===== src/rtl/mf2d_pkg.sv =====
// ----------------------------------------------------------------------------
// mf2d_pkg
// Shared constants, types and helper functions of the 2-D median filter.
// ----------------------------------------------------------------------------
package mf2d_pkg;

   localparam int MAX_WIDTH    = 1024;
   localparam int MAX_WINDOW   = 7;
   localparam int HEIGHT_LIMIT = 4096;
   localparam int QDEPTH       = 4;

   localparam int WW  = $clog2(MAX_WIDTH + 1);          // effective width
   localparam int CW  = $clog2(MAX_WIDTH);              // column index
   localparam int HTW = 13;                             // height register
   localparam int RW  = $clog2(HEIGHT_LIMIT);           // row index
   localparam int HW  = 2;                              // half window
   localparam int TW  = $clog2(MAX_WIDTH * HEIGHT_LIMIT + 1);
   localparam int LW  = $clog2(((MAX_WINDOW - 1) / 2) * MAX_WIDTH + MAX_WINDOW);
   localparam int AW  = $clog2((MAX_WINDOW - 1) * MAX_WIDTH + MAX_WINDOW + QDEPTH + 4);
   localparam int NYW = RW + 2;
   localparam int NXW = CW + 2;
   localparam int DXW = $clog2(MAX_WINDOW);
   localparam int NW  = $clog2(MAX_WINDOW * MAX_WINDOW + 1);
   localparam int QPW = $clog2(QDEPTH);

   localparam logic [1:0] CSR_WIDTH  = 2'd0;
   localparam logic [1:0] CSR_HEIGHT = 2'd1;
   localparam logic [1:0] CSR_MODE   = 2'd2;

   typedef struct packed {
      logic [WW-1:0]  w;
      logic [HTW-1:0] h;
      logic [HW-1:0]  half;
      logic [LW-1:0]  lag;
      logic [TW-1:0]  total;
   } cfg_type;

   typedef struct packed {
      logic          en;
      logic [AW-1:0] addr;
      logic [7:0]    data;
   } store_wr_type;

   typedef struct packed {
      logic [AW-1:0] q;
      logic [RW-1:0] r;
      logic [CW-1:0] c;
      logic          last;
   } job_type;

   typedef enum logic [2:0] {
      BK_IDLE,
      BK_SCAN,
      BK_TAIL,
      BK_DECIDE,
      BK_DONE
   } back_state_type;

   function automatic logic [WW-1:0] eff_width(input logic [10:0] iw);
      logic [WW-1:0] r;
      if (iw == 11'd0) r = WW'(1);
      else if (32'(iw) > MAX_WIDTH) r = WW'(MAX_WIDTH);
      else r = WW'(iw);
      return r;
   endfunction

   function automatic logic [HTW-1:0] eff_height(input logic [HTW-1:0] ih);
      logic [HTW-1:0] r;
      if (ih == '0) r = HTW'(1);
      else if (32'(ih) > HEIGHT_LIMIT) r = HTW'(HEIGHT_LIMIT);
      else r = ih;
      return r;
   endfunction

   function automatic logic [HW-1:0] eff_half(input logic [1:0] mode);
      logic [HW-1:0] h;
      h = (mode > 2'd2) ? HW'(3) : HW'(mode + 2'd1);
      if (32'(h) > (MAX_WINDOW - 1) / 2) h = HW'((MAX_WINDOW - 1) / 2);
      return h;
   endfunction

   function automatic logic [NW-1:0] win_cells(input logic [HW-1:0] half);
      logic [NW-1:0] s;
      s = NW'({half, 1'b1});
      return NW'(s * s);
   endfunction

endpackage


===== src/rtl/mf2d_queue.sv =====
// ----------------------------------------------------------------------------
// mf2d_queue
// Small job FIFO between the front and the back of the median filter.
// ----------------------------------------------------------------------------
module mf2d_queue (
   input  logic               clock,
   input  logic               reset,
   input  logic               push,
   input  mf2d_pkg::job_type  push_job,
   output logic               full,
   input  logic               pop,
   output mf2d_pkg::job_type  pop_job,
   output logic               empty
);

   mf2d_pkg::job_type entry_ff [mf2d_pkg::QDEPTH];
   logic [mf2d_pkg::QPW-1:0] wr_ptr_ff, wr_ptr_in;
   logic [mf2d_pkg::QPW-1:0] rd_ptr_ff, rd_ptr_in;
   logic [mf2d_pkg::QPW:0]   count_ff, count_in;

   assign full    = (count_ff == (mf2d_pkg::QPW+1)'(mf2d_pkg::QDEPTH));
   assign empty   = (count_ff == '0);
   assign pop_job = entry_ff[rd_ptr_ff];

   always_comb begin
      wr_ptr_in = wr_ptr_ff;
      rd_ptr_in = rd_ptr_ff;
      count_in  = count_ff;
      if (push) begin
         wr_ptr_in = wr_ptr_ff + 1'b1;
      end
      if (pop) begin
         rd_ptr_in = rd_ptr_ff + 1'b1;
      end
      if (push && !pop) begin
         count_in = count_ff + 1'b1;
      end else if (pop && !push) begin
         count_in = count_ff - 1'b1;
      end
   end

   always_ff @(posedge clock) begin
      if (reset) begin
         wr_ptr_ff <= '0;
         rd_ptr_ff <= '0;
         count_ff  <= '0;
      end else begin
         wr_ptr_ff <= wr_ptr_in;
         rd_ptr_ff <= rd_ptr_in;
         count_ff  <= count_in;
      end
   end

   always_ff @(posedge clock) begin
      if (push) begin
         entry_ff[wr_ptr_ff] <= push_job;
      end
   end

endmodule


===== config.mk =====
export PLATFORM = sky130hd
export DESIGN_NAME = mf2d_queue
export DESIGN_NICKNAME = d
export VERILOG_FILES = /design/src/rtl/mf2d_pkg.sv /design/src/rtl/mf2d_queue.sv
export SDC_FILE = /design/constraint.sdc
export NUM_CORES = 1
export LEC_CHECK = 0
export CAP_MARGIN = 20
export CORE_UTILIZATION = 30
export CTS_BUF_LIST = sky130_fd_sc_hd__clkbuf_8
export DETAILED_ROUTE_END_ITERATION = 10
export DONT_BUFFER_PORTS = 1
export GPL_TIMING_DRIVEN = 0
export PLACE_DENSITY = 0.43
export SYNTH_ARGS = -nofsm -noshare
export SYNTH_HDL_FRONTEND = slang
export SYNTH_SLANG_ARGS = --single-unit

===== constraint.sdc =====
create_clock -name clock -period 2 [get_ports clock]
set_input_delay 0 -clock clock [delete_from_list [all_inputs] [get_ports clock]]
set_output_delay 0 -clock clock [all_outputs]
set_load 0.02 [all_outputs]

Yosys cells after proc, flatten, opt, wreduce, memory -nomap -nowiden
Memories as Yosys holds them, arrays and structs flattened. A register that Yosys moved wholly into a read port is not among the register bits.
Index checks and enable logic that the tools add are counted.
{"block": "word_totals", "wordCells": 21, "n_memories": 1, "ram_bits": 144, "in_bits": 40, "regBits": 7}
{"block": "op_classes", "add_sub_neg": 4, "muxes": 6, "reduce_logical": 6, "eq_ne": 1}
{"name": "entry_ff", "words": 4, "width": 36, "rd": 1, "rd_ports_with_merged_regs": 1, "write_ports": 1, "line": "mf2d_queue.sv:16", "text": "mf2d_pkg::job_type entry_ff [mf2d_pkg::QDEPTH];"}
{"cell": "2-to-1 mux 3 bit", "count": 2}
{"cell": "adder 2 x 1 -> 2 bit, second input constant", "count": 2}
{"cell": "2-to-1 mux 2 bit", "count": 2}
{"cell": "adder 3 x 1 -> 3 bit, second input constant", "count": 1}
{"cell": "== test 3 bit, second input constant", "count": 1}
{"cell": "logical NOT 3 bit", "count": 1}
{"cell": "subtractor 3 x 1 -> 3 bit, second input constant", "count": 1}
{"cell": "logical AND 1 bit", "count": 2}
{"cell": "logical NOT 1 bit", "count": 2}
{"cell": "2-to-1 mux 1 bit", "count": 2}
{"cell": "nonzero test 2 bit", "count": 1}

Longest topological paths before layout
{"block": "depth", "word_depth": 4, "mapped_depth": 7, "mapped_depth_nobuf": 7}

Worst setup path after synthesis
OpenSTA, ideal clock, no wires.
{"block": "synth_timing", "path_kind": "register to register", "start": "register wr_ptr_ff[0] (netlist name)", "end": "memory entry_ff[2][0] (netlist name) (enable)", "path_stages_with_launch": 4, "path_buffers": 0, "path_slack_ns": 0.182, "period_less_slack_ns": 1.818, "arrival_ns": 1.421, "setup_ns": 0.397, "t_required_ns": 1.603, "path_cell_list": "dfxtp_1 -> inv_1 -> ha_1 -> and2_1"}
{"item": "start, declared", "line": "mf2d_queue.sv:17", "text": "logic [mf2d_pkg::QPW-1:0] wr_ptr_ff, wr_ptr_in;"}
{"item": "start signal, assigned", "line": "mf2d_queue.sv:48", "text": "wr_ptr_ff <= wr_ptr_in;"}
{"item": "end, declared", "line": "mf2d_queue.sv:16"}
No word-level cell before the write port.

==> impl_metrics.toml <==
[status]
status = "finished, final reports clean"

[timing]
setup_slack_ps = 205.6
maxSlewHeadroom_pct = 55.12
setup-tns-final_ps = 0
hold_violations = 0
max_freq_ghz = 0.5573
fin_worst_skew_ps = 7.937
slew_violations = 0
setup_violations = 0
worst_slew_pin_slew_ps = 671.7
fin_crit_ps = 1794
period_share_pct = 89.72
holdWs_ps = 137.9
rsz0062_at_grt = "no"

[die]
die_h_um = 139.6
num_rows = 49
dieArea_um2 = 19480
core-area_um2 = 18270
die_w_um = 139.6
num_io_pins = 78
start_util_pct = 31.08

[logic_synthesis]
yosysMostFrequentCell = "edfxtp_1"
yosysTopAreaCell = "edfxtp_1"
avgSynthCellArea_um2 = 24.47
yosysUniqueCellTypes = 23
synth_commonest_cells = "144 x edfxtp_1, 30 x mux4_2, 9 x dfxtp_1"
synth_area_leaders = "edfxtp_1 76%, mux4_2 12%, dfxtp_1 3.2%"
yosys.area.top_type_share_pct = 76.16
synth_edf_count = 144
syn_area_um2 = 5678
yosysWarnings = 0
syn_nets = 278
yosys_register_bits = 153
synth_ff_type = "edfxtp_1"
ys_seq_area_share_pct = 79.33
syn_inst = 232
synth_async_sr_flop_share_pct = 0

[place]
dp_hpwl_um = 6258
port_buffers = 0
dp_cells = 465
place_area_um2 = 6050
place_ws_ps = 287.7
globalplace.congestion = 0.6060

[routing]
wl_per_cell_um = 19.29
drc = 0
viasPerCell = 4.590
drt-total-wl_um = 10340
ant_nets = 0
vias = 2460
drtIter0Drc = 145
firstDrtPassIters = 4

[grt]
antenna_found_initial = 0
grt_first_pass_wirelength_um = 15820
grt_max_degree = 20
grt_overflow = 0
grt_usage_pct = 11.44
grt_pass1_vias = 2595

[run]
cap_violations = 0

[clock_tree]
insertion_delay_ps = 430
cts.sinks = 153
cts_root_buf = "clkbuf_8"
clk_path_buf_depth = 2
cts_max_level = 4
clk_pin_slew_ps = 80
cts_made_buffers = 17
ctsResizeCount = 0
cts_tree = "yes"

[final_layout]
diodes = 0
fin_area_um2 = 6830
layout.cells.non_filler = 536
synthToLayoutAreaGrowth_pct = 20.30
layout.nets = 341
layout-drive-gt1-share_pct = 24.43
utilization_pct = 37.39

[setup_path]
critPathLaunchType = "register"
cp-end-kind = "output port"
path_class = "register to output port"
crit_required_ps = 2000
critPathArrivalTime_ps = 1790
crit_fanout = 10

[pwr]
p_seq_share_pct = 54.9
p_comb_share_pct = 11.3
finalPower_mw = 6.762
power.switching_mw = 1.677
irDropWorstVdd_mv = 0.3375
p_sw_share_pct = 24.80
clockPowerShare_pct = 33.9
power_density_nw_per_um2 = 990.0
power.leakage_nw = 2.178
internal_power_mw = 5.085

[hold_path]
holdCritPathClass = "primary input to register"
==> worst paths after layout <==
| path | start | end | slack, ps | depth (start not counted) |
|---|---|---|---|---|
| worst min register to register | count_ff[2] | count_ff[2] | 510 | 2 |
| worst min-delay path | push | entry_ff[1][34] | 140 | 1 |
| worst max register to register | wr_ptr_ff[0] | entry_ff[0][9] | 350 | 4 |
| worst max-delay path | register | pop_job[16] | 210 | 3 |
==> critical path, stage by stage, from the launching register on <==
cell	delay (ps)
dfxtp_1	310
clkbuf_2	230
buf_2	350
mux4_2	460
==> registers in the layout, indices dropped and copies added (netlist names), named ones only <==
signal / cells
entry_ff: 144
rd_ptr_ff: 2
wr_ptr_ff: 2
count_ff: 3
==> power by group through the flow <==
stage / logic (mW) / clock network (mW) / registers (mW)
2_1_floorplan: 0.543 / 0 / 3.78
3_3_place_gp: 0.674 / 0 / 3.79
3_5_place_dp: 0.698 / 0 / 3.79
4_1_cts: 0.792 / 2.41 / 3.71
5_1_grt: 0.826 / 2.54 / 3.72
6_report: 0.762 / 2.29 / 3.71
==> repair_timing <==
action / CTS / global route
setup endpoints to repair: 0 / 0
hold buffers: 40 / 0
buffers inserted: 0 / 0
hold endpoints to repair: 153 / 0
==> cells by family after synthesis <==
kind of cell | Yosys count | share of synthesized area (%)
buf+inv | 13 | 1.939
xor+xnor | 5 | 0.7714
compound gates | 2 | 0.1761
flops | 153 | 79.33
fa+ha+maj | 6 | 1.454
simple gates | 15 | 1.300
mux | 38 | 15.03
==> layout make-up <==
cell class,instances,area [µm²]
fill,1700,11440
sequential,153,4504
multi-input combinational,66,1069
timing repair buffer,44,480.5
tap,229,286.5
clock buffer,17,234.0
clock inverter,14,146.4
buffer,9,95.09
inverter,4,15.01
==> layout by cell type (no fill, tap or decap), types with 2 or more instances in the layout <==
| cell type | synthesis | layout |
|---|---|---|
| nor2_1 | 7 | 7 |
| dlygate4sd3_1 | 0 | 40 |
| clkinvlp_4 | 0 | 4 |
| mux4_1 | 6 | 6 |
| dfxtp_1 | 9 | 9 |
| ha_1 | 5 | 5 |
| mux4_2 | 30 | 30 |
| xor2_1 | 3 | 3 |
| xnor2_1 | 2 | 2 |
| bufinv_16 | 0 | 2 |
| and2_2 | 0 | 4 |
| clkinv_1 | 0 | 2 |
| mux2i_1 | 2 | 2 |
| clkbuf_8 | 0 | 17 |
| buf_12 | 3 | 7 |
| inv_1 | 4 | 4 |
| edfxtp_1 | 144 | 144 |
| buf_2 | 3 | 3 |
| inv_6 | 0 | 5 |
==> metal layers <==
metal	track usage (%)	vias up	routed length (µm)
met2	17.96	58	5064
li1	-	1095	-
met1	14.11	1293	4590
met5	0	-	0
met3	4.198	14	537
met4	5.205	0	145
(Power assumes the default switching activity.)
