[src/rtl/mf2d_pkg.sv]
// ----------------------------------------------------------------------------
// mf2d_pkg
// Shared constants, types and helper functions of the 2-D median filter.
// ----------------------------------------------------------------------------
package mf2d_pkg;

   localparam int MAX_WIDTH    = 1024;
   localparam int MAX_WINDOW   = 7;
   localparam int HEIGHT_LIMIT = 4096;
   localparam int QDEPTH       = 4;

   localparam int WW  = $clog2(MAX_WIDTH + 1);          // effective width
   localparam int CW  = $clog2(MAX_WIDTH);              // column index
   localparam int HTW = 13;                             // height register
   localparam int RW  = $clog2(HEIGHT_LIMIT);           // row index
   localparam int HW  = 2;                              // half window
   localparam int TW  = $clog2(MAX_WIDTH * HEIGHT_LIMIT + 1);
   localparam int LW  = $clog2(((MAX_WINDOW - 1) / 2) * MAX_WIDTH + MAX_WINDOW);
   localparam int AW  = $clog2((MAX_WINDOW - 1) * MAX_WIDTH + MAX_WINDOW + QDEPTH + 4);
   localparam int NYW = RW + 2;
   localparam int NXW = CW + 2;
   localparam int DXW = $clog2(MAX_WINDOW);
   localparam int NW  = $clog2(MAX_WINDOW * MAX_WINDOW + 1);
   localparam int QPW = $clog2(QDEPTH);

   localparam logic [1:0] CSR_WIDTH  = 2'd0;
   localparam logic [1:0] CSR_HEIGHT = 2'd1;
   localparam logic [1:0] CSR_MODE   = 2'd2;

   typedef struct packed {
      logic [WW-1:0]  w;
      logic [HTW-1:0] h;
      logic [HW-1:0]  half;
      logic [LW-1:0]  lag;
      logic [TW-1:0]  total;
   } cfg_type;

   typedef struct packed {
      logic          en;
      logic [AW-1:0] addr;
      logic [7:0]    data;
   } store_wr_type;

   typedef struct packed {
      logic [AW-1:0] q;
      logic [RW-1:0] r;
      logic [CW-1:0] c;
      logic          last;
   } job_type;

   typedef enum logic [2:0] {
      BK_IDLE,
      BK_SCAN,
      BK_TAIL,
      BK_DECIDE,
      BK_DONE
   } back_state_type;

   function automatic logic [WW-1:0] eff_width(input logic [10:0] iw);
      logic [WW-1:0] r;
      if (iw == 11'd0) r = WW'(1);
      else if (32'(iw) > MAX_WIDTH) r = WW'(MAX_WIDTH);
      else r = WW'(iw);
      return r;
   endfunction

   function automatic logic [HTW-1:0] eff_height(input logic [HTW-1:0] ih);
      logic [HTW-1:0] r;
      if (ih == '0) r = HTW'(1);
      else if (32'(ih) > HEIGHT_LIMIT) r = HTW'(HEIGHT_LIMIT);
      else r = ih;
      return r;
   endfunction

   function automatic logic [HW-1:0] eff_half(input logic [1:0] mode);
      logic [HW-1:0] h;
      h = (mode > 2'd2) ? HW'(3) : HW'(mode + 2'd1);
      if (32'(h) > (MAX_WINDOW - 1) / 2) h = HW'((MAX_WINDOW - 1) / 2);
      return h;
   endfunction

   function automatic logic [NW-1:0] win_cells(input logic [HW-1:0] half);
      logic [NW-1:0] s;
      s = NW'({half, 1'b1});
      return NW'(s * s);
   endfunction

endpackage

[src/rtl/mf2d_front.sv]
// ----------------------------------------------------------------------------
// mf2d_front
// Configuration registers, input/output position counters and item
// classification: store writes and result jobs.
// ----------------------------------------------------------------------------
module mf2d_front (
   input  logic                   clock,
   input  logic                   reset,
   input  logic                   csr_we,
   input  logic [1:0]             csr_index,
   input  logic [12:0]            csr_data,
   input  logic                   req_tvalid,
   output logic                   req_tready,
   input  logic                   action,
   input  logic [7:0]             pixel,
   input  logic                   q_full,
   output logic                   q_push,
   output mf2d_pkg::job_type      q_job,
   output mf2d_pkg::store_wr_type store_wr,
   output mf2d_pkg::cfg_type      cfg
);

   logic [10:0] width_ff, width_in;
   logic [12:0] height_ff, height_in;
   logic [1:0]  mode_ff, mode_in;
   logic        cfg_hit;
   mf2d_pkg::cfg_type cfg_ff, cfg_in;

   logic [mf2d_pkg::TW-1:0] in_count_ff, in_count_in;
   logic [mf2d_pkg::TW-1:0] out_count_ff, out_count_in;
   logic [mf2d_pkg::RW-1:0] out_row_ff, out_row_in;
   logic [mf2d_pkg::CW-1:0] out_col_ff, out_col_in;
   logic [mf2d_pkg::AW-1:0] base_ff, base_in;

   logic accept, wr_en, fire, last;
   logic [mf2d_pkg::TW:0] in_plus, out_plus_lag;

   assign cfg        = cfg_ff;
   assign req_tready = !q_full;
   assign accept     = req_tvalid && req_tready;

   always_comb begin
      width_in  = width_ff;
      height_in = height_ff;
      mode_in   = mode_ff;
      cfg_hit   = 1'b0;
      if (reset) begin
         width_in  = 11'd1024;
         height_in = 13'd1024;
         mode_in   = 2'd0;
      end else if (csr_we) begin
         unique case (csr_index)
            mf2d_pkg::CSR_WIDTH: begin
               width_in = csr_data[10:0];
               cfg_hit  = 1'b1;
            end
            mf2d_pkg::CSR_HEIGHT: begin
               height_in = csr_data;
               cfg_hit   = 1'b1;
            end
            mf2d_pkg::CSR_MODE: begin
               mode_in = csr_data[1:0];
               cfg_hit = 1'b1;
            end
            default: begin
            end
         endcase
      end
      // derived values follow the next register contents, so they are registered together with them
      cfg_in.w     = mf2d_pkg::eff_width(width_in);
      cfg_in.h     = mf2d_pkg::eff_height(height_in);
      cfg_in.half  = mf2d_pkg::eff_half(mode_in);
      cfg_in.total = mf2d_pkg::TW'(cfg_in.w * cfg_in.h);
      cfg_in.lag   = mf2d_pkg::LW'(cfg_in.half * cfg_in.w + cfg_in.half);
   end

   always_comb begin
      wr_en        = accept && !action && (in_count_ff < cfg_ff.total);
      in_plus      = {1'b0, in_count_ff} + 1'b1;
      out_plus_lag = {1'b0, out_count_ff} + (mf2d_pkg::TW+1)'(cfg_ff.lag);
      fire = accept && (out_count_ff < cfg_ff.total) &&
             (wr_en ? (in_plus > out_plus_lag) : (in_count_ff >= cfg_ff.total));
      last = ((out_count_ff + 1'b1) == cfg_ff.total);

      // store addresses run on across frames, so a new frame never overwrites
      // pixels that queued jobs of the previous frame still read
      store_wr.en   = wr_en;
      store_wr.addr = base_ff + in_count_ff[mf2d_pkg::AW-1:0];
      store_wr.data = pixel;

      q_push     = fire;
      q_job.q    = base_ff + out_count_ff[mf2d_pkg::AW-1:0];
      q_job.r    = out_row_ff;
      q_job.c    = out_col_ff;
      q_job.last = last;

      in_count_in  = wr_en ? in_plus[mf2d_pkg::TW-1:0] : in_count_ff;
      out_count_in = out_count_ff;
      out_row_in   = out_row_ff;
      out_col_in   = out_col_ff;
      base_in      = base_ff;
      if (fire) begin
         if (last) begin
            // frame done: next item starts a new frame
            in_count_in  = '0;
            out_count_in = '0;
            out_row_in   = '0;
            out_col_in   = '0;
            base_in      = base_ff + cfg_ff.total[mf2d_pkg::AW-1:0];
         end else begin
            out_count_in = out_count_ff + 1'b1;
            if (mf2d_pkg::WW'(out_col_ff) == cfg_ff.w - 1'b1) begin
               out_col_in = '0;
               out_row_in = out_row_ff + 1'b1;
            end else begin
               out_col_in = out_col_ff + 1'b1;
            end
         end
      end
   end

   always_ff @(posedge clock) begin
      width_ff  <= width_in;
      height_ff <= height_in;
      mode_ff   <= mode_in;
      cfg_ff    <= cfg_in;
      if (reset || cfg_hit) begin
         in_count_ff  <= '0;
         out_count_ff <= '0;
         out_row_ff   <= '0;
         out_col_ff   <= '0;
         base_ff      <= '0;
      end else begin
         in_count_ff  <= in_count_in;
         out_count_ff <= out_count_in;
         out_row_ff   <= out_row_in;
         out_col_ff   <= out_col_in;
         base_ff      <= base_in;
      end
   end

endmodule

[config.mk]
export PLATFORM = sky130hd
export DESIGN_NAME = mf2d_front
export DESIGN_NICKNAME = d
export VERILOG_FILES = /design/src/rtl/mf2d_pkg.sv /design/src/rtl/mf2d_front.sv
export SDC_FILE = /design/constraint.sdc
export NUM_CORES = 1
export LEC_CHECK = 0
export BUFFER_PORTS_ARGS = -buffer_cell sky130_fd_sc_hd__clkbuf_2
export CORE_ASPECT_RATIO = 1.2
export CORE_MARGIN = 5
export CORE_UTILIZATION = 45
export DETAILED_ROUTE_END_ITERATION = 12
export PLACE_DENSITY = 0.73
export SLEW_MARGIN = 0
export SYNTH_ARGS = -nofsm -noshare
export SYNTH_HDL_FRONTEND = slang
export SYNTH_SLANG_ARGS = --single-unit
[constraint.sdc]
create_clock -name clock -period 16.3 [get_ports clock]
set_input_delay 1.63 -clock clock [delete_from_list [all_inputs] [get_ports clock]]
set_output_delay 1.63 -clock clock [all_outputs]
set_load 0.05 [all_outputs]
# ---- Word-level counts from Yosys, hierarchy flattened
# Cells that the tools add are included.
dict set report op_classes {
  add_sub_neg 11
  mul 2
  magnitude_cmp 7
  n_eq_ne 4
  mux 26
  n_reduce_logical 15
}
# cell count
set ops {}
lappend ops {{23-bit two-way mux} 4}
lappend ops {{13-bit two-way mux} 5}
lappend ops {{11-bit two-way mux} 5}
lappend ops {{23-bit < comparator} 2}
lappend ops {{13-bit adder} 3}
lappend ops {{23-bit by 1-bit adder with 24-bit output (second input constant)} 1}
lappend ops {{23-bit by 12-bit adder with 24-bit output} 1}
lappend ops {{24-bit greater-than comparator} 1}
lappend ops {{12-bit two-way mux} 2}
lappend ops {{23-bit by 1-bit adder with 23-bit output (second input constant)} 1}
lappend ops {{23-bit == test} 1}
lappend ops {{23-bit greater-or-equal comparator} 1}
lappend ops {{11-bit by 13-bit multiplier with 23-bit output} 1}
lappend ops {{10-bit two-way mux} 2}
lappend ops {{13-bit greater-than comparator (second input constant)} 1}
lappend ops {{13-bit zero test} 1}
lappend ops {{12-bit by 1-bit adder with 12-bit output (second input constant)} 1}
lappend ops {{12-bit by 2-bit adder with 12-bit output} 1}
lappend ops {{2-bit by 11-bit multiplier with 12-bit output} 1}
lappend ops {{10-bit by 11-bit == test with 1-bit output} 1}
lappend ops {{11-bit greater-than comparator (second input constant)} 1}
lappend ops {{11-bit zero test} 1}
lappend ops {{11-bit by 1-bit subtractor with 11-bit output (second input constant)} 1}
lappend ops {{10-bit by 1-bit adder with 10-bit output (second input constant)} 1}
lappend ops {{13 further kinds} 25}
dict set report word_totals {
  register_bits 168
  input_bits 29
  word_cells 78
}

# ---- Logic depth before layout (Yosys ltp)
# Gate-level depths: netlist of run 1.
dict set report logic_depth {
  word_depth 9
  ltp_mapped 29
  ltp_nobuf 29
}

# ---- Worst setup path before layout of run 1
# OpenSTA, ideal clock, no wires.
dict set report synth_path {
  path_type {in2reg}
  startpoint {input port csr_index[1]}
  endpoint {register cfg_ff, in the netlist cfg[22]}
  setup_ns 0.072
  t_arrival_ns 8.498
  setup_slack_ns 7.729
  path_stages 26
  n_path_buf 3
  cell_sequence {nor3b_1 > clkbuf_1 > nor2b_1 > a211oi_1 > clkbuf_1 > nand2_1 > inv_1 > clkbuf_1 > nand2_1 > fa_1 > fa_1 > fa_1 > inv_1 > fa_1 > inv_1 > fa_1 > inv_1 > ha_1 > or4_1 > o22a_1 > a211oi_1 > o31ai_1 > o41ai_1 > o21bai_1 > a21oi_1 > xnor2_1}
}
# item line_no
set synth_lines {}
lappend synth_lines {{start: declaration} mf2d_front.sv:10} ;# input logic [1:0] csr_index,
lappend synth_lines {{end signal: assignment} mf2d_front.sv:126} ;# cfg_ff <= cfg_in;
lappend synth_lines {{end: declaration} mf2d_front.sv:27} ;# mf2d_pkg::cfg_type cfg_ff, cfg_in;

==> out/metrics.cfg, run 1 <==
[critical_path]
critPathMaxFanout=20
crit_arrival_ns=9.15
crit_type=input port to register
cp-start-kind=input port
critPathCaptureType=register
required_ns=16.68

[clock_network]
insertion_delay_ns=0.45
cts-htree-levels=4
cts_setup_buffers=0
cts_resized=0
cts_root_buffer=clkbuf_16
cts_made_buffers=17
clkSlewWorstSetupHoldPaths_ns=0.07
postCtsHoldBufs=0
clockBufferDepth=2
tritoncts=done
clkSinkCount=168

[floorplanning]
die_area_um2=39700
floorplan.initialDensity=0.452
rows=76
core_um2=35700
die_width_um=183
die_h_um=217
num_io_pins=150

[flow_run]
drv_cap=0

[final_layout]
drive_gt1_frac=0.0954
syn_to_final_growth_pct=9.87
nets=2384
diodes=0
layout_commonest_cell=inv_1
fill_cells=3425
final_cell_mix=inv_1, nor2_1, ha_1

[route]
drc=0
vias=14100
wl_per_cell_um=18.1
postRouteAntennaNets=0
wirelength_um=45800
drt-pass1-iter-count=5
via_per_inst=5.58
drt_iter0_markers=916

[sta]
finalSetupViolCount=0
rsz0062_at_grt=false
clock.fmax_mhz=114
slew_viol_final=0
relSlewSlack=0.309
final.period_utilization=0.538
totalNegativeSetupSlack_ns=0
hold_violations=0
fin_crit_ns=8.77
fin_ws_ns=7.53
tightest_slew_ns=1.04
clock_skew_ns=0.00889

[pwr]
peakVddDrop_mv=0.0733
p_leak_nw=8.42
p_per_area_nw_per_um2=53.7

[status]
status=complete, no violations

[synthesis]
syn-num-nets=2299
yosys_warnings=0
synth_edf_count=0
yosys.cell_types.count=72
syn_area_um2=16100
synth_seq_cells=168
synth_flop_cell=dfxtp_1
syn_area_per_cell_um2=8.20
synth_seq_area_share=0.209
async_flop_share=0
synthCells=1966

[global_route]
grt_max_degree=47
antenna_found_initial=0
grt_usage=0.227
grt_pass1_wl_um=72900
first_global_vias=14000
grt_overflow=0

[placement]
dpl_worst_slack_ns=7.18
io_buffers=133
place_congestion=0.923
dp_hpwl_um=36500

[hold_path]
hold_path_class=register to register

[logic make-up (layout without fill, tap and decap cells)]
logic type,after synthesis,count (layout),synth area share
AO/OA/AOI/OAI,273,273,0.109
XOR/XNOR,188,188,0.102
adder cells (fa/ha/maj),304,304,0.284
buffers and inverters,304,402,0.0741
flip-flops,168,168,0.209
multiplexers,23,23,0.0143
AND/OR/NAND/NOR,706,706,0.208
[stage by stage]
| step | hold slack (ns) | total power, mW | instance area [um2] | cells | util |
|---|---|---|---|---|---|
| 2_1_floorplan | 0.440 | 0.518 | 16100 | 1966 | - |
| 3_3_place_gp | 0.486 | 0.548 | 17100 | 2500 | 0.481 |
| 3_5_place_dp | 0.492 | 0.550 | 17100 | 2500 | 0.481 |
| 4_1_cts | 0.504 | 0.957 | 17700 | 2532 | 0.497 |
| 5_1_grt | 0.526 | 0.984 | 17700 | 2532 | 0.497 |
| 6_report | 0.499 | 0.952 | 17700 | 2532 | 0.497 |
[report_power, final]
group / total, mW / internal [mW] / switching, mW
logic: 0.116 / 0.0340 / 0.0823
clock network: 0.410 / 0.218 / 0.192
registers: 0.425 / 0.418 / 0.00767
total: 0.952 / 0.670 / 0.282
[layout make-up]
type / count / area (um2) / share of cell area
multi-input combinational: 1494 / 11600 / 0.655
inverter: 226 / 848 / 0.0479
timing repair buffer: 144 / 748 / 0.0422
sequential: 168 / 3360 / 0.190
clock inverter: 14 / 135 / 0.00762
tap: 468 / 586 / 0.0330
clock buffer: 18 / 439 / 0.0248
[worst max-delay path: stages]
cell and delay, ns:
clkbuf_2 0.12, nand2_1 0.07, nor2_1 0.71, mux2i_1 0.25
or2_2 0.38, clkinv_1 0.50, nor2_1 0.62, nand2_1 0.16
fa_1 0.55, inv_1 0.05, fa_1 0.50, inv_1 0.05
fa_1 0.47, inv_1 0.05, fa_1 0.53, inv_1 0.05
fa_1 0.53, inv_1 0.04, ha_1 0.23, or3_1 0.33
a211oi_1 0.31, o31ai_1 0.17, o41ai_1 0.43, o21bai_1 0.11
a21oi_1 0.18, xnor2_1 0.12
[sequential cells by signal, summed over array words and instances, names as in the netlist]
| signal | flops |
|---|---|
| cfg | 61 |
| in_count_ff | 23 |
| out_count_ff | 23 |
| base_ff | 13 |
| height_ff | 13 |
| out_row_ff | 12 |
| width_ff | 11 |
| out_col_ff | 10 |
| mode_ff | 2 |
[worst paths after layout]
check                       start              endpoint  slack [ns]  cells after the start
min reg2reg  height_ff[8]$_DFF_P_  height_ff[8]$_DFF_P_        0.50                      2
min          height_ff[8]$_DFF_P_  height_ff[8]$_DFF_P_        0.50                      2
max reg2reg  width_ff[10]$_DFF_P_       cfg[22]$_DFF_P_        9.29                     23
max                        csr_we       cfg[22]$_DFF_P_        7.53                     26
[metal layers]
metal  share of wire  track usage  vias up
met5               0            0        -
li1                -            -     6792
met4           0.037       0.0907        0
met2            0.51        0.411      431
met1            0.41        0.269     6801
met3           0.048       0.0329      101
[cell usage after synthesis, drive strengths merged (13+ instances only)]
| cell type | n | share of area |
|---|---|---|
| a21o | 25 | 0.012 |
| or4 | 14 | 0.0067 |
| ha | 201 | 0.16 |
| nand3 | 54 | 0.017 |
| a31oi | 14 | 0.0054 |
| inv | 221 | 0.051 |
| xor2 | 56 | 0.030 |
| o21ai | 58 | 0.018 |
| fa | 103 | 0.13 |
| nor4 | 14 | 0.0054 |
| nor2 | 217 | 0.050 |
| nand4 | 34 | 0.014 |
| nand2 | 188 | 0.044 |
| a21oi | 83 | 0.026 |
| mux2i | 22 | 0.014 |
| clkbuf | 54 | 0.013 |
| nor3b | 13 | 0.0061 |
| and3 | 32 | 0.012 |
| nor3 | 57 | 0.018 |
| xnor2 | 132 | 0.072 |
| dfxtp | 168 | 0.21 |
| nor2b | 25 | 0.0097 |
| buf | 24 | 0.0089 |
Power figures use the tool's default switching activity.
==> run 2, diff against run 1 <==
--- a/config.mk
+++ b/config.mk
@@ -5,6 +5,7 @@
 export SDC_FILE = /design/constraint.sdc
 export NUM_CORES = 1
 export LEC_CHECK = 0
+export ABC_AREA = 1
 export BUFFER_PORTS_ARGS = -buffer_cell sky130_fd_sc_hd__clkbuf_2
 export CORE_ASPECT_RATIO = 1.2
 export CORE_MARGIN = 5
==> constraint.sdc (replaced) <==
create_clock -name clock -period 8.8 [get_ports clock]
set_input_delay 0.88 -clock clock [delete_from_list [all_inputs] [get_ports clock]]
set_output_delay 0.88 -clock clock [all_outputs]
set_load 0.05 [all_outputs]
==> out/metrics.cfg, run 2 <==
[status]
status=complete, no violations  ; unchanged

[route]
wirelength_um=48800  ; was 45800 um
wl_per_cell_um=16.9  ; was 18.1 um
drt_iter0_markers=985  ; was 916
vias=15300  ; was 14100
via_per_inst=5.32  ; was 5.58
drt-pass1-iter-count=5  ; unchanged
drc=0  ; unchanged
postRouteAntennaNets=0  ; unchanged

[global_route]
antenna_found_initial=0  ; unchanged
grt_overflow=0  ; unchanged
grt_usage=0.241  ; was 0.227
grt_max_degree=53  ; was 47
first_global_vias=14900  ; was 14000
grt_pass1_wl_um=77900  ; was 72900 um

[placement]
io_buffers=133  ; unchanged
place_congestion=0.961  ; was 0.923
dp_hpwl_um=40000  ; was 36500 um

[synthesis]
synth_top_area_share=0.203  ; was 0.209
synth_fa_ha_area_frac=0.276  ; was 0.284
synth_edf_count=0  ; unchanged
synth_top_area_cell=dfxtp_1  ; unchanged
synthCells=2283  ; was 1966
ys_top_cells_by_area=dfxtp_1, ha_1, fa_1  ; unchanged
synth.area.mux_share=0  ; was 0.0143
synth.most_common_cell=nand2_1  ; was inv_1
syn-num-nets=2616  ; was 2299
synth_xor_area_frac=0.0803  ; was 0.102
synthTopCellsByCount=nand2_1, inv_1, nor2_1  ; was inv_1, nor2_1, ha_1
synth_flop_cell=dfxtp_1  ; unchanged
syn_area_per_cell_um2=7.27  ; was 8.20 um2
synth_top_family_by_area=adder cells  ; unchanged
async_flop_share=0  ; unchanged
syn_area_um2=16600  ; was 16100 um2
synth_seq_cells=168  ; unchanged
synth-simple-area-share=0.251  ; was 0.208
yosys.cell_types.count=52  ; was 72
yosys_warnings=0  ; unchanged
synth_compound_area_frac=0.0936  ; was 0.109
synth_seq_area_share=0.203  ; was 0.209

[critical_path]
crit_type=input port to register  ; unchanged
r2r_end=cfg[18]$_DFF_P_  ; was cfg[22]$_DFF_P_
rrSetupSlack_ns=2.00  ; was 9.29 ns
cp-start-kind=input port  ; unchanged
critPathCaptureType=register  ; unchanged
cp_top_family=adder cells  ; unchanged
critPathBufInv=9  ; was 7
cpPeakStageDelay_ns=0.55  ; was 0.71 ns
reg2reg_depth=26  ; was 23
crit_arrival_ns=7.90  ; was 9.15 ns
cp_slowest_cell=fa_1  ; was nor2_1
worstSetupPathDepth=31  ; was 26
required_ns=9.14  ; was 16.68 ns
crit_end=cfg[18]$_DFF_P_  ; was cfg[22]$_DFF_P_
critPathMaxFanout=14  ; was 20
cp-startpoint=csr_we  ; unchanged
r2r_start=height_ff[0]$_DFF_P_  ; was width_ff[10]$_DFF_P_

[pwr]
intPower_mw=1.37  ; was 0.670 mW
finalPower_mw=2.16  ; was 0.952 mW
p_per_area_nw_per_um2=119  ; was 53.7 nW/um2
p_sw_mw=0.794  ; was 0.282 mW
p_leak_nw=9.13  ; was 8.42 nW
peakVddDrop_mv=0.140  ; was 0.0733 mV
power_frac_seq=0.390  ; was 0.447
swShare=0.367  ; was 0.296
combPwrFrac=0.248  ; was 0.122
clkPwrFrac=0.361  ; was 0.431

[sta]
slew_viol_final=0  ; unchanged
rsz0062_at_grt=false  ; unchanged
clock.fmax_mhz=132
fin_hold_ws_ns=0.502  ; was 0.499 ns
relSlewSlack=0.249  ; was 0.309
final.period_utilization=0.860
hold_violations=0  ; unchanged
totalNegativeSetupSlack_ns=0  ; unchanged
tightest_slew_ns=1.12  ; was 1.04 ns
clock_skew_ns=0.0175  ; was 0.00889 ns
finalSetupViolCount=0  ; unchanged
fin_crit_ns=7.57

[final_layout]
nets=2725  ; was 2384
syn_to_final_growth_pct=9.71  ; was 9.87%
diodes=0  ; unchanged
layout_commonest_cell=nand2_1  ; was inv_1
final_cell_mix=nand2_1, inv_1, nor2_1  ; was inv_1, nor2_1, ha_1
drive_gt1_frac=0.0969  ; was 0.0954
largest_register_ffs=61  ; unchanged

[clock_network]
cts_resized=0  ; unchanged
cts_made_buffers=17  ; unchanged
cts-htree-levels=4  ; unchanged
clkSlewWorstSetupHoldPaths_ns=0.07  ; about the same
postCtsHoldBufs=0  ; unchanged
tritoncts=done  ; unchanged
cts_setup_buffers=0  ; unchanged
clkSinkCount=168  ; unchanged
cts_root_buffer=clkbuf_16  ; unchanged
insertion_delay_ns=0.46  ; was 0.45 ns
clockBufferDepth=2  ; unchanged

[floorplanning]
rows=77  ; was 76
die_width_um=185  ; was 183 um
core_um2=36600  ; was 35700 um2
num_io_pins=150  ; unchanged
die_h_um=220  ; was 217 um
die_area_um2=40800  ; was 39700 um2
floorplan.initialDensity=0.453  ; was 0.452

[hold_path]
hold_path_class=register to register  ; unchanged

[flow_run]
drv_cap=0  ; unchanged

[run 2: power by group through the flow]
| stage | logic [mW] | registers, mW | clock network (mW) |
|---|---|---|---|
| final | 0.537 | 0.843 | 0.781 |
| after global routing | 0.600 | 0.846 | 0.828 |
| after CTS | 0.536 | 0.842 | 0.795 |
| after detailed placement | 0.532 | 0.860 | 0 |
| after global placement | 0.523 | 0.860 | 0 |
| after floorplan | 0.354 | 0.900 | 0 |
[run 2: worst min-delay path by stage]
stage / startpoint / endpoint / slack [ns] / depth (start not counted)
final: out_row_ff[7]$_SDFFE_PP0P_ / out_row_ff[7]$_SDFFE_PP0P_ / 0.50 / 2
after global routing: out_row_ff[11]$_SDFFE_PP0P_ / out_row_ff[11]$_SDFFE_PP0P_ / 0.53 / 2
after CTS: out_row_ff[7]$_SDFFE_PP0P_ / out_row_ff[7]$_SDFFE_PP0P_ / 0.50 / 2
after detailed placement: out_row_ff[7]$_SDFFE_PP0P_ / out_row_ff[7]$_SDFFE_PP0P_ / 0.49 / 2
after global placement: out_row_ff[10]$_SDFFE_PP0P_ / out_row_ff[10]$_SDFFE_PP0P_ / 0.47 / 2
after floorplan: width_ff[10]$_DFF_P_ / cfg[60]$_DFF_P_ / 0.44 / 2
[run 2: cell families after synthesis]
logic type,Yosys count
buffers and inverters,394
adders and majority gates,304
AOI/OAI and AO/OA,294
xor gates and xnor gates,149
DFF,168
and+or+nand+nor,974
[run 2: stage by stage]
step	utilization	setup WS, ns	instances	instance area, um2
final	0.497	1.23	2879	18200
after global routing	0.497	0.589	2879	18200
after CTS	0.497	1.23	2879	18200
after detailed placement	0.481	0.767	2847	17600
after global placement	0.481	0.886	2847	17600
after floorplan	-	1.99	2283	16600
[run 2: worst min-delay path, cell delays in order, from the launching register on]
cell	delay, ns
dfxtp_1	0.33
nand2_1	0.07
a21oi_1	0.05
[run 2: area by class of cell]
cell class,count,area [um2]
Fill cell,3549,18400
Multi-Input combinational cell,1721,11600
Sequential cell,168,3360
Inverter,342,1290
Timing Repair Buffer,142,733
Tap cell,474,593
Clock buffer,18,439
Clock inverter,14,156
[run 2: layer usage]
metal	vias to the layer above	wire, um	track usage	part of all wire
li1	7494	-	-	-
met1	7163	19100	0.286	0.39
met2	512	24100	0.423	0.49
met3	151	2450	0.0311	0.050
met4	0	3090	0.131	0.063
met5	-	0	0	0
